## src/hdl/usart_rb_pkg.sv

```systemverilog
// Package for the USART register block: word types, command and status codes,
// register offsets and bit positions. No dependencies.
package usart_rb_pkg;

  localparam int WINDOW_BYTES = 1024;

  typedef enum logic [1:0] {
    CMD_READ  = 2'd0,
    CMD_WRITE = 2'd1,
    CMD_RX    = 2'd2,
    CMD_NONE  = 2'd3
  } cmd_t;

  typedef enum logic [1:0] {
    RX_ACCEPTED = 2'd0,
    RX_REFUSED  = 2'd1,
    RX_DROPPED  = 2'd2,
    RX_UNUSED   = 2'd3
  } rx_status_t;

  localparam logic [9:0] OFS_CR1  = 10'h000;
  localparam logic [9:0] OFS_CR2  = 10'h004;
  localparam logic [9:0] OFS_CR3  = 10'h008;
  localparam logic [9:0] OFS_BRR  = 10'h00C;
  localparam logic [9:0] OFS_GTPR = 10'h010;
  localparam logic [9:0] OFS_RTOR = 10'h014;
  localparam logic [9:0] OFS_RQR  = 10'h018;
  localparam logic [9:0] OFS_ISR  = 10'h01C;
  localparam logic [9:0] OFS_ICR  = 10'h020;
  localparam logic [9:0] OFS_RDR  = 10'h024;
  localparam logic [9:0] OFS_TDR  = 10'h028;

  localparam int CR1_UE_BIT     = 0;
  localparam int CR1_RE_BIT     = 2;
  localparam int CR1_RXNEIE_BIT = 5;
  localparam int ISR_RXNE_BIT   = 5;
  localparam int ISR_TC_BIT     = 6;
  localparam int ISR_TXE_BIT    = 7;

  localparam logic [31:0] ISR_RESET_VALUE = 32'h0000_00C0;
  localparam logic [31:0] ISR_REPLACE_MAX = 32'h0000_03FF;
  localparam logic [31:0] TDR_LIMIT       = 32'h0000_0100;

  typedef struct packed {
    cmd_t        cmd;
    logic [9:0]  reg_offset;
    logic [31:0] write_data;
    logic [7:0]  rx_byte;
  } usart_in_t;

  typedef struct packed {
    logic [31:0] read_data;
    logic        irq_level;
    logic        tx_valid;
    logic [7:0]  tx_byte;
    rx_status_t  rx_status;
  } usart_out_t;

endpackage

```

## src/hdl/usart_register_block_top.sv

```systemverilog
// USART register block top level: register file, receive path and result register.
// Depends on usart_rb_pkg.
//
// Usage:
//   in_valid/in_ready/in_data carry one word per command: a bus read, a bus
//   write, or a byte arriving from the serial line (cmd selects which).
//   out_valid/out_ready/out_data carry one result word for every command:
//   read data, interrupt level, a transmitted byte and the receive status.
//   The register file is updated at the accepting edge and the result sits
//   in the output register from the next cycle on.
//   Throughput is one word per cycle while the receiver takes every result;
//   in_ready stays high while the output register is empty or being taken
//   in the same cycle.
//   When the receiver stalls, the result is held and in_ready drops until
//   the output register frees, so no word is lost.
//   Reset (rst_n low, synchronous) clears the register-file registers to zero,
//   loads the status register with TXE and TC set instead, lowers the interrupt
//   and empties the output register.
module usart_register_block_top (
  input  logic                     clk,
  input  logic                     rst_n,
  input  logic                     in_valid,
  output logic                     in_ready,
  input  usart_rb_pkg::usart_in_t  in_data,
  output logic                     out_valid,
  input  logic                     out_ready,
  output usart_rb_pkg::usart_out_t out_data
);

  logic [31:0] cr1_r, cr1_nxt;
  logic [31:0] cr2_r, cr2_nxt;
  logic [31:0] cr3_r, cr3_nxt;
  logic [31:0] brr_r, brr_nxt;
  logic [31:0] gtpr_r, gtpr_nxt;
  logic [31:0] rtor_r, rtor_nxt;
  logic [31:0] rqr_r, rqr_nxt;
  logic [31:0] isr_r, isr_nxt;
  logic [31:0] icr_r, icr_nxt;
  logic [7:0]  rdr_r, rdr_nxt;
  logic        irq_r, irq_nxt;

  logic                     out_valid_r, out_valid_nxt;
  usart_rb_pkg::usart_out_t out_data_r, out_data_nxt;

  logic accept;
  logic known;

  assign in_ready  = !out_valid_r || out_ready;
  assign accept    = in_valid && in_ready;
  assign out_valid = out_valid_r;
  assign out_data  = out_data_r;

  assign known = (32'(in_data.reg_offset) < 32'(usart_rb_pkg::WINDOW_BYTES));

  always_comb begin
    logic [31:0] isr_tmp;
    logic [31:0] rdata;
    logic        irq_tmp;
    logic        tx_v;
    logic [7:0]  tx_b;
    usart_rb_pkg::rx_status_t rx_st;

    cr1_nxt  = cr1_r;
    cr2_nxt  = cr2_r;
    cr3_nxt  = cr3_r;
    brr_nxt  = brr_r;
    gtpr_nxt = gtpr_r;
    rtor_nxt = rtor_r;
    rqr_nxt  = rqr_r;
    icr_nxt  = icr_r;
    rdr_nxt  = rdr_r;
    isr_tmp  = isr_r;
    irq_tmp  = irq_r;
    rdata    = '0;
    tx_v     = 1'b0;
    tx_b     = '0;
    rx_st    = usart_rb_pkg::RX_ACCEPTED;

    case (in_data.cmd)
      usart_rb_pkg::CMD_READ: begin
        if (known) begin
          unique case (in_data.reg_offset)
            usart_rb_pkg::OFS_CR1:  rdata = cr1_r;
            usart_rb_pkg::OFS_CR2:  rdata = cr2_r;
            usart_rb_pkg::OFS_CR3:  rdata = cr3_r;
            usart_rb_pkg::OFS_BRR:  rdata = brr_r;
            usart_rb_pkg::OFS_GTPR: rdata = gtpr_r;
            usart_rb_pkg::OFS_RTOR: rdata = rtor_r;
            usart_rb_pkg::OFS_RQR:  rdata = rqr_r;
            usart_rb_pkg::OFS_ISR:  rdata = isr_r;
            usart_rb_pkg::OFS_ICR:  rdata = icr_r;
            usart_rb_pkg::OFS_RDR: begin
              // data read consumes the byte
              rdata = {24'd0, rdr_r};
              isr_tmp[usart_rb_pkg::ISR_RXNE_BIT] = 1'b0;
              irq_tmp = 1'b0;
            end
            default: rdata = '0;
          endcase
        end
      end
      usart_rb_pkg::CMD_WRITE: begin
        if (known) begin
          unique case (in_data.reg_offset)
            usart_rb_pkg::OFS_CR1: begin
              cr1_nxt = in_data.write_data;
              if (in_data.write_data[usart_rb_pkg::CR1_RXNEIE_BIT] &&
                  isr_r[usart_rb_pkg::ISR_RXNE_BIT]) begin
                irq_tmp = 1'b1;
              end
            end
            usart_rb_pkg::OFS_CR2:  cr2_nxt  = in_data.write_data;
            usart_rb_pkg::OFS_CR3:  cr3_nxt  = in_data.write_data;
            usart_rb_pkg::OFS_BRR:  brr_nxt  = in_data.write_data;
            usart_rb_pkg::OFS_GTPR: gtpr_nxt = in_data.write_data;
            usart_rb_pkg::OFS_RTOR: rtor_nxt = in_data.write_data;
            usart_rb_pkg::OFS_RQR:  rqr_nxt  = in_data.write_data;
            usart_rb_pkg::OFS_ISR: begin
              // small values replace (TXE kept), larger ones mask
              if (in_data.write_data <= usart_rb_pkg::ISR_REPLACE_MAX) begin
                isr_tmp = in_data.write_data;
                isr_tmp[usart_rb_pkg::ISR_TXE_BIT] = 1'b1;
              end else begin
                isr_tmp = isr_r & in_data.write_data;
              end
              if (!isr_tmp[usart_rb_pkg::ISR_RXNE_BIT]) begin
                irq_tmp = 1'b0;
              end
            end
            usart_rb_pkg::OFS_ICR:  icr_nxt  = in_data.write_data;
            usart_rb_pkg::OFS_TDR: begin
              if (in_data.write_data < usart_rb_pkg::TDR_LIMIT) begin
                tx_v = 1'b1;
                tx_b = in_data.write_data[7:0];
                isr_tmp[usart_rb_pkg::ISR_TC_BIT] = 1'b1;
              end
            end
            default: ;
          endcase
        end
      end
      usart_rb_pkg::CMD_RX: begin
        if (isr_r[usart_rb_pkg::ISR_RXNE_BIT]) begin
          rx_st = usart_rb_pkg::RX_REFUSED;
        end else if (!(cr1_r[usart_rb_pkg::CR1_UE_BIT] && cr1_r[usart_rb_pkg::CR1_RE_BIT])) begin
          rx_st = usart_rb_pkg::RX_DROPPED;
        end else begin
          rdr_nxt = in_data.rx_byte;
          isr_tmp[usart_rb_pkg::ISR_RXNE_BIT] = 1'b1;
          if (cr1_r[usart_rb_pkg::CR1_RXNEIE_BIT]) begin
            irq_tmp = 1'b1;
          end
        end
      end
      default: ;
    endcase

    isr_nxt = isr_tmp;
    irq_nxt = irq_tmp;

    out_data_nxt.read_data = rdata;
    out_data_nxt.irq_level = irq_tmp;
    out_data_nxt.tx_valid  = tx_v;
    out_data_nxt.tx_byte   = tx_b;
    out_data_nxt.rx_status = rx_st;

    if (accept) begin
      out_valid_nxt = 1'b1;
    end else if (out_ready) begin
      out_valid_nxt = 1'b0;
    end else begin
      out_valid_nxt = out_valid_r;
    end
  end

  always_ff @(posedge clk) begin
    if (!rst_n) begin
      cr1_r       <= '0;
      cr2_r       <= '0;
      cr3_r       <= '0;
      brr_r       <= '0;
      gtpr_r      <= '0;
      rtor_r      <= '0;
      rqr_r       <= '0;
      isr_r       <= usart_rb_pkg::ISR_RESET_VALUE;
      icr_r       <= '0;
      rdr_r       <= '0;
      irq_r       <= 1'b0;
      out_valid_r <= 1'b0;
    end else begin
      out_valid_r <= out_valid_nxt;
      if (accept) begin
        cr1_r  <= cr1_nxt;
        cr2_r  <= cr2_nxt;
        cr3_r  <= cr3_nxt;
        brr_r  <= brr_nxt;
        gtpr_r <= gtpr_nxt;
        rtor_r <= rtor_nxt;
        rqr_r  <= rqr_nxt;
        isr_r  <= isr_nxt;
        icr_r  <= icr_nxt;
        rdr_r  <= rdr_nxt;
        irq_r  <= irq_nxt;
      end
    end
  end

  // result word needs no reset; hold it while stalled
  always_ff @(posedge clk) begin
    if (accept) begin
      out_data_r <= out_data_nxt;
    end
  end

endmodule

```

## config.mk

```make
export PLATFORM = sky130hd
export DESIGN_NAME = usart_register_block_top
export DESIGN_NICKNAME = d
export VERILOG_FILES = /design/src/hdl/usart_rb_pkg.sv /design/src/hdl/usart_register_block_top.sv
export SDC_FILE = /design/constraint.sdc
export NUM_CORES = 1
export LEC_CHECK = 0
export BUFFER_PORTS_ARGS = -buffer_cell sky130_fd_sc_hd__buf_2
export CORE_ASPECT_RATIO = 2
export CORE_MARGIN = 5
export CORE_UTILIZATION = 45
export DETAILED_ROUTE_END_ITERATION = 10
export PLACE_DENSITY = 0.59
export SYNTH_ARGS = -nofsm -noshare
export SYNTH_HDL_FRONTEND = slang
export SYNTH_SLANG_ARGS = --single-unit
```

## constraint.sdc

```tcl
create_clock -name clk -period 5.3 [get_ports clk]
set_input_delay 1.06 -clock clk [delete_from_list [all_inputs] [get_ports clk]]
set_output_delay 1.06 -clock clk [all_outputs]
set_load 0.05 [all_outputs]
```

# ---- Word-level counts from Yosys, hierarchy flattened
# Cells that the tools add are included.
dict set report op_classes {
  add_sub_neg 0
  multipliers 0
  n_div 0
  n_lt_le_gt_ge 2
  n_eq_ne 15
  n_shift 0
  n_mux 24
  n_bitwise 3
  n_reduce_logical 25
}
# operator count
set op_table {}
lappend op_table {{32-bit one-hot mux with 10 select lines} 1}
lappend op_table {{32-bit 2-to-1 mux} 3}
lappend op_table {{10-bit by 5-bit equality test with 1-bit output (second input constant)} 4}
lappend op_table {{32-bit AND} 1}
lappend op_table {{32-bit by 10-bit less-or-equal comparator with 1-bit output (second input constant)} 1}
lappend op_table {{32-bit by 9-bit less-than comparator with 1-bit output (second input constant)} 1}
lappend op_table {{10-bit by 6-bit equality test with 1-bit output (second input constant)} 3}
lappend op_table {{3-bit AND reduction} 10}
lappend op_table {{10-bit by 4-bit equality test with 1-bit output (second input constant)} 2}
lappend op_table {{1-bit 2-to-1 mux} 14}
lappend op_table {{4-bit AND reduction} 3}
lappend op_table {{10-bit by 3-bit equality test with 1-bit output (second input constant)} 1}
lappend op_table {{10-bit zero test} 1}
lappend op_table {{6-bit 2-to-1 mux} 1}
lappend op_table {{1-bit one-hot mux with 3 select lines} 2}
lappend op_table {{2-bit by 1-bit != test with 1-bit output (second input constant)} 2}
lappend op_table {{1-bit one-hot mux with 2 select lines} 2}
lappend op_table {{2-bit nonzero test} 2}
lappend op_table {{1-bit logical AND} 3}
lappend op_table {{3-bit nonzero test} 1}
lappend op_table {{2-bit by 1-bit equality test with 1-bit output (second input constant)} 1}
lappend op_table {{2-bit equality test (second input constant)} 1}
lappend op_table {{2-bit zero test} 1}
lappend op_table {{2-bit 2-to-1 mux} 1}
lappend op_table {{other kinds (6)} 7}
dict set report word_totals {
  reg_bits 342
  latch_bits 0
  ramBits 0
  rom_bits 0
  inputBits 56
  mem_count 0
}

# ---- Depth between registers and ports, before layout
# Gate-level depths: netlist (run 1).
dict set report depth {
  ltp_word 7
  ltp_mapped 10
  ltp_nobuf 7
}

# ---- Least setup slack after synthesis (run 1)
# No wires, ideal clock.
dict set report synth_timing {
  kind {in2reg}
  from {input out_ready}
  to {register out_data_r (netlist bit out_data[0]), enable pin}
  arrival_ns 2.681
  required_ns 4.901
  path_slack_ns 2.220
  stages 3
  path_buffers 0
  path_cell_list {nand2b_1 -> nand2_1 -> inv_1}
}
dict set report synth_between {
  elab_chain_len 2
}
# element line_no
set synth_rtl {}
lappend synth_rtl {{from (decl)} usart_register_block_top.sv:26} ;# input logic out_ready,
lappend synth_rtl {{1-bit logical OR} usart_register_block_top.sv:48} ;# assign in_ready = !out_valid_r || out_ready;
lappend synth_rtl {{1-bit logical AND} usart_register_block_top.sv:49} ;# assign accept = in_valid && in_ready;
lappend synth_rtl {{named net accept} usart_register_block_top.sv:45} ;# logic accept;
lappend synth_rtl {{to (signal assigned)} usart_register_block_top.sv:211} ;# out_data_r <= out_data_nxt;
lappend synth_rtl {{to (decl)} usart_register_block_top.sv:43} ;# usart_rb_pkg::usart_out_t out_data_r, out_data_nxt;
# The timed path passes the listed nets, and every way through them passes these cells.
# A chain may end at the register's enable or synchronous reset.

# ---- Worst setup path after layout (run 1)
dict set report layout_timing {
  from {input in_data[43] in the netlist's numbering}
  to {register brr_r[14]}
}
dict set report layout_between {
  elab_chain_len 2
}
# element line_no
set layout_rtl {}
lappend layout_rtl {{from (decl)} usart_register_block_top.sv:24} ;# input usart_rb_pkg::usart_in_t in_data,
lappend layout_rtl {{10-bit by 4-bit equality test with 1-bit output} usart_register_block_top.sv:104} ;# unique case (in_data.reg_offset)
lappend layout_rtl {{3-bit AND reduction (no line)} -}
lappend layout_rtl {{to (signal assigned)} usart_register_block_top.sv:196} ;# brr_r <= brr_nxt;
lappend layout_rtl {{to (decl)} usart_register_block_top.sv:33} ;# logic [31:0] brr_r, brr_nxt;
# No other way between the ends.

==> summary.txt, run 1 <==
CTS
  – Total setup buffers inserted after CTS: 0
  – Number of CTS-inserted buffers: 31
  – Clock root cell: clkbuf_16
  – CTS tree: built
  – PostCTS Resize Cnt: 0
  – Later-pin clock latency in the skew report: 0.59 ns
  – H-tree depth: 1
  – Cts hold-fix bufs: 0
  – TritonCTS Sinks: 342
  – Clock Pin Slew Worst Setup and Hold Paths: 0.07 ns
  – Clock buffer depth: 3

Final layout
  – Nets: ~1,700
  – Register area: 7290 µm²
  – Layout overhead on the synthesized area: 11.7%
  – Layout cells sized above 1: between 10% and 20%
  – Fillers: 3,160
  – Multi-input gate area: 6960 µm²
  – Final Cell Area: 16,700 µm²

Placed design
  – GPL Wtd Cong: 0.883
  – Placed inst area: 15,700 µm²
  – Port bufs: 101
  – Post-DP HPWL: 32.5 mm

Die
  – Height of the die: about 270 µm
  – Die X: 139 µm
  – Starting Density: a little under half
  – Core Area: 32,900 µm²
  – Rows: 94
  – I/O pin cnt: 102
  – Die area: between 30,000 and 40,000 µm²

Run
  – Max-cap viol count: 0

Logic synthesis
  – Yosys warnings: 0
  – FFs w/ async S/R, synth: 0%
  – Count of state elements after synthesis: 342
  – Yosys cell types: 62
  – Post-Syn Area: about 15,000 µm²
  – Net count after synthesis: 1,723
  – Sequential area share after synthesis: 48.6%
  – Main area contributors after synthesis: dfxtp_1, nand2_1, edfxtp_1, a21boi_1, a21boi_0
  – Cell count after synthesis: 1,662
  – Post-synth top flop: dfxtp_1
  – Yosys top cell area share: roughly two fifths
  – Avg Inst Size Synth: 9.02 µm²
  – Number of synthesized flops with an enable pin: 44
  – Area leader, netlist: dfxtp_1

Route
  – Antenna viol nets, final: 0
  – DRC viols: 0
  – Final wirelength: 51.3 mm
  – Vias per cell: 5.91
  – Via count: ~13,000
  – DR pass1 iterations: 8
  – 1st-iter DRT viols: between 900 and 1,000
  – Wirelength per Cell: 24.0 µm

STA
  – Final setup viols: 0
  – Worst-Margin Slew: about 1.3 ns
  – Rel. slew slack: approximately an eighth
  – Setup Skew: 0.0161 ns
  – Fmax: around 290 MHz
  – Final slew viol count: 0
  – Setup_tns: 0 ns
  – Fin. Hold Viols: 0
  – Final period util: 66.0%
  – RSZ-0062 raised after global routing: no
  – Fin crit period: around 3.5 ns

Global routing
  – Initial antenna violation count: 2
  – First-pass GRT wire length: just under 80 mm
  – Overflow after GRT: 0
  – Largest net degree at the start of global routing: 161
  – Vias in the first global route: 12,600
  – Total track usage: 26.8%

Setup path
  – Arr. time, crit path: 4.00 ns
  – CP endpoint kind: flop
  – Critical Path RT: 5.81 ns
  – Startpoint Class: input port
  – Crit Path Max Fanout: 24
  – Path depth of the worst reg2reg path: 6
  – Critical path class: input port to flop
  – Setup slack, reg-to-reg: 2.70 ns
  – Worst r2r dst: rqr_r[10]
  – Crit path launch: in_data[43]
  – Reg2reg start: out_valid

Power
  – P_sw: 1220 µW
  – Internal Power: roughly 4000 µW
  – Sw frac: a little under a quarter
  – Combinational share of power: 5.3%
  – Leakage: 0.00562 µW
  – Clk pwr share: 44.3%
  – Pwr Density: approximately 310 nW/µm²
  – Worst VDD drop: 0.000295 V
  – Reg power frac: 50.3%

Run status
  – Status: complete, no violations

Min path
  – HP Class: flop to flop
  – WHS Path Cells: 2
  – HP Start: cr3_r[15]
  – Hold Path Sink: cr3_r[15]
synthesized netlist by cell type, drive strengths merged (4+ instances only):
| master | number |
|---|---|
| nand2 | 544 |
| dfxtp | 298 |
| a21boi | 257 |
| clkbuf | 96 |
| buf | 67 |
| a22oi | 57 |
| edfxtp | 44 |
| o221a | 30 |
| mux2i | 29 |
| a31oi | 25 |
| a21oi | 23 |
| a22o | 20 |
| a222oi | 18 |
| nor3 | 16 |
| nor2 | 12 |
| a2bb2oi | 10 |
| and2 | 10 |
| a221oi | 9 |
| mux2 | 9 |
| nor2b | 9 |
| nor4 | 8 |
| inv | 7 |
| nand3 | 6 |
| and3 | 5 |
| ha | 5 |
| o211a | 4 |
| o21ai | 4 |
| o32ai | 4 |
registers in the layout, indices dropped and copies added, names as in the netlist:
name,cells
irq_r,1
icr_r,32
rdr_r,8
cr2_r,32
isr_r,32
out_data,44
rtor_r,32
cr1_r,32
cr3_r,32
out_valid,1
rqr_r,32
brr_r,32
gtpr_r,32
kinds of logic after synthesis:
family | Yosys count | synth area share (%)
buffers and inverters | 170 | 5.25
adders and majority gates | 5 | 0.418
muxes | 39 | 2.76
DFF | 342 | 48.6
and+or+nand+nor | 629 | 18.1
AOI/OAI and AO/OA | 477 | 24.8
stage by stage:
stage	setup WS (ns)	power, µW	util, %	instances	hold slack, ns
4_1_cts	1.82	5280	50.8	2133	0.453
6_report	1.80	5250	50.8	2134	0.453
3_5_place_dp	1.22	2980	47.7	2076	0.444
3_3_place_gp	1.27	2980	47.7	2076	0.437
5_1_grt	1.69	5400	50.8	2133	0.469
2_1_floorplan	2.22	2890	-	1662	0.432
how the worst max path moves through the flow:
stage,endpoint,slack [ns],cells past startpoint
final,brr_r[14],1.80,8
after CTS,brr_r[14],1.82,8
after floorplan,out_data[0],2.22,3
after global routing,brr_r[20],1.69,8
after detailed placement,brr_r[14],1.22,8
after global placement,brr_r[11],1.27,8
per-layer routing:
layer  GRT usage (%)  part of all wire [%]  wire length, µm  vias to the layer above
li1                -                     -                -                     5817
met1            29.0                    36            18300                     6149
met2            50.5                    53            27200                      486
met3            3.51                   5.6             2850                      160
met4            14.4                   5.7             2940                        0
met5               0                     0                0                        -
layout make-up:
type | count | area share (%)
clock buffers | 50 | 5.66
flip-flops and latches | 342 | 43.6
multi-input cells | 1150 | 41.6
repair buffers | 145 | 5.26
well taps | 432 | 3.23
diodes | 1 | 0.0150
inverters | 7 | 0.157
clock inverters | 7 | 0.538
cells in the final DEF, fill, tap and decap left out, drive strengths merged, types with 9 or more instances in the layout:
cell     netlist  routed
clkbuf        96      50
a21boi       257     257
buf           67     145
dfxtp        298     298
mux2           9       9
mux2i         29      29
nor2          12      12
inv            7       9
and2          10      10
a21oi         23      23
nand2        544     544
edfxtp        44      44
o221a         30      30
a2bb2oi       10      10
a22o          20      20
nor3          16      16
nor2b          9       9
a31oi         25      25
a221oi         9       9
a222oi        18      18
a22oi         57      57
critical path, stage by stage:
cell and delay (ns):
buf_2 0.10, buf_4 0.37, and4bb_2 0.54, and3_1 0.71
and2_1 0.52, buf_4 0.41, nand2_1 0.09, a21boi_0 0.17
power groups by stage:
stage	logic (µW)	registers, µW	clock network [µW]
floorplan	130	2760	0
global placement	280	2700	0
detailed placement	280	2700	0
CTS	280	2640	2360
global route	293	2640	2460
finish	280	2640	2330
Note: power is estimated with default switching activity, not from simulation.
==> run 2: changes to the inputs <==
--- a/config.mk
+++ b/config.mk
@@ -10,7 +10,7 @@
 export CORE_MARGIN = 5
 export CORE_UTILIZATION = 45
 export DETAILED_ROUTE_END_ITERATION = 10
-export PLACE_DENSITY = 0.59
+export PLACE_DENSITY = 0.62
 export SYNTH_ARGS = -nofsm -noshare
 export SYNTH_HDL_FRONTEND = slang
 export SYNTH_SLANG_ARGS = --single-unit
==> constraint.sdc (replaced) <==
create_clock -name clk -period 3.1 [get_ports clk]
set_input_delay 0.62 -clock clk [delete_from_list [all_inputs] [get_ports clk]]
set_output_delay 0.62 -clock clk [all_outputs]
set_load 0.05 [all_outputs]
==> run 2 against run 1 <==
Sequential power rose by 71%; sequential share of layout area down 1.2 points; critical path depth decreased by 1; routed wire length is 0.28% lower; combinational power is 78% higher; die area unchanged; first-iteration DRC count up 13%; worst setup slack worse by 0.94 ns; largest power group unchanged; via count rose by 0.90%; worst hold slack lost 0.18 ns; clock-buffer cell count down 7; cell count increased by 1.4%.
==> summary.txt, run 2 (same netlist as run 1, synthesis figures left out) <==
CTS
  – Clock root cell: clkbuf_16
  – Clock buffer depth: 3
  – TritonCTS Sinks: 342
  – Later-pin clock latency in the skew report: 0.60 ns
  – Number of CTS-inserted buffers: 31
  – Total setup buffers inserted after CTS: 0
  – H-tree depth: 1
  – PostCTS Resize Cnt: 0
  – CTS tree: built
  – Clock Pin Slew Worst Setup and Hold Paths: 0.07 ns
  – Cts hold-fix bufs: 0

Power
  – Sw frac: between 20% and 30%
  – Pwr Density: 531 nW/µm²
  – Clk pwr share: 45.0%
  – Internal Power: 6950 µW
  – Leakage: between 0.005 and 0.006 µW
  – P_sw: roughly 2200 µW
  – Reg power frac: 49.6%
  – Worst VDD drop: 0.000451 V
  – Combinational share of power: 5.5%

Global routing
  – Overflow after GRT: 0
  – Initial antenna violation count: 1
  – Total track usage: 26.5%
  – Largest net degree at the start of global routing: 86
  – Vias in the first global route: between 10,000 and 15,000
  – First-pass GRT wire length: around 77 mm

STA
  – Hold_ws: 0.274 ns
  – Rel. slew slack: 51.7%
  – Setup Skew: approximately 0.019 ns
  – Worst-Margin Slew: 0.724 ns
  – Final slew viol count: 0
  – Fin crit period: 2.24 ns
  – Final period util: 72.2%
  – Fin. Hold Viols: 0
  – Setup_tns: 0 ns
  – Final setup viols: 0
  – Fmax: 447 MHz
  – RSZ-0062 raised after global routing: no

Setup path
  – Slowest stage delay, CP: 0.69 ns
  – Arr. time, crit path: 2.66 ns
  – Startpoint Class: input port
  – CP Cell Sequence: buf_2 > nor3_2 > and3_1 > buf_4 > a22oi_1 > o211a_1 > a31oi_1
  – Worst r2r dst: rdr_r[6]
  – CP bufs+invs: 2
  – Reg2reg start: out_valid
  – Setup slack, reg-to-reg: 1.27 ns
  – Crit Path Max Fanout: 12
  – Slowest-stage cell, CP: and3_1
  – Critical path class: input port to flop
  – Critical path's top delay family: simple AND/OR/NAND/NOR gates
  – CP endpoint kind: flop
  – Path depth of the worst reg2reg path: 5
  – Critical Path RT: about 3.5 ns

Route
  – Vias per cell: approximately 5.9
  – Wirelength per Cell: ~24 µm
  – Final wirelength: 51.1 mm
  – 1st-iter DRT viols: approximately 1,100
  – DRC viols: 0
  – Antenna viol nets, final: 0
  – DR pass1 iterations: 7
  – Via count: 12,700

Run status
  – Status: complete, no violations

Final layout
  – Layout cells sized above 1: between 10% and 20%
  – Max reg flops: 44
  – Antenna cell count: 0
  – Commonest cells after routing, fill and taps aside: nand2_1, dfxtp_1, a21boi_1, a21boi_0, buf_2
  – Final Cell Area: 17,200 µm²
  – Most common cell after layout, fill and taps aside: nand2_1
  – Nets: 1,768
  – Layout overhead on the synthesized area: 14.7%
  – Post-layout util: 52.2%

Run
  – Max-cap viol count: 0

Die
  – Die area: 37,300 µm²
  – Starting Density: a little under half
  – Rows: 94
  – Height of the die: ~270 µm
  – Core Area: 32,900 µm²
  – I/O pin cnt: between 100 and 150
  – Die X: around 140 µm

Placed design
  – Post-DP HPWL: between 30 and 40 mm
  – Port bufs: 101
  – GPL Wtd Cong: 0.874
  – Placed inst area: ~16,000 µm²

Min path
  – HP Class: input port to flop
  – Hold Path Sink: rdr_r[2]
  – WHS Path Cells: 3
  – HP Start: in_data[2]
run 2: cell count changes in the layout (fill, tap and decap cells not counted):
| cell | previous run | this run |
|---|---|---|
| buf_12 | 3 | 18 |
| buf_4 | 41 | 56 |
| clkbuf_1 | 9 | 5 |
| clkbuf_16 | 31 | 35 |
| clkbuf_8 | 10 | 3 |
| clkinv_1 | 0 | 2 |
| clkinv_2 | 3 | 7 |
| clkinvlp_4 | 0 | 1 |
| diode_2 | 1 | 0 |
| inv_16 | 0 | 1 |
| inv_4 | 1 | 0 |
| inv_6 | 1 | 2 |
| nand2_1 | 541 | 542 |
| nand2_2 | 3 | 2 |
run 2: worst max path at each step:
stage	cells after the start	startpoint	to
CTS	7	in_data[49]	out_data[37]
floorplan	3	out_ready	out_data[0]
finish	7	in_data[49]	out_data[43]
global placement	7	in_data[49]	out_data[37]
detailed placement	7	in_data[49]	out_data[37]
global route	7	in_data[49]	out_data[43]
run 2: power groups by stage:
stage	clock [µW]	sequential (µW)	combinational (µW)
2_1_floorplan	0	4720	223
3_3_place_gp	0	4620	495
3_5_place_dp	0	4620	495
4_1_cts	4160	4520	496
5_1_grt	4330	4520	515
6_report	4100	4520	498
run 2: worst register-to-register path: cells and delay by family (launching register included):
kind	cells	cell delay [ns]
flip-flops	1	0.31
AND/OR/NAND/NOR	4	1.16
multiplexers	1	0.26
run 2: final cells by class:
class / instances / area (µm²)
clock inverters: 15 / 148
flip-flops and latches: 342 / 7290
fillers: 3075 / 15700
repair buffers: 175 / 1290
multi-input cells: 1150 / 6960
clock buffers: 43 / 936
well taps: 432 / 541
inverters: 7 / 26.3
run 2: stage by stage:
step           power, µW  std cells  worst slack, ns
2_1_floorplan       4940       1662            0.460
3_3_place_gp        5120       2106            0.341
3_5_place_dp        5120       2106            0.264
4_1_cts             9180       2164            0.878
5_1_grt             9360       2164            0.793
6_report            9120       2164            0.863
run 2: routing by layer:
layer / global-route usage [%] / vias to the layer above / routed length, µm
met3: 3.19 / 148 / 2680
met1: 28.9 / 6226 / 18500
met2: 50.2 / 470 / 27100
li1: - / 5880 / -
met5: 0 / - / 12
met4: 13.6 / 2 / 2810
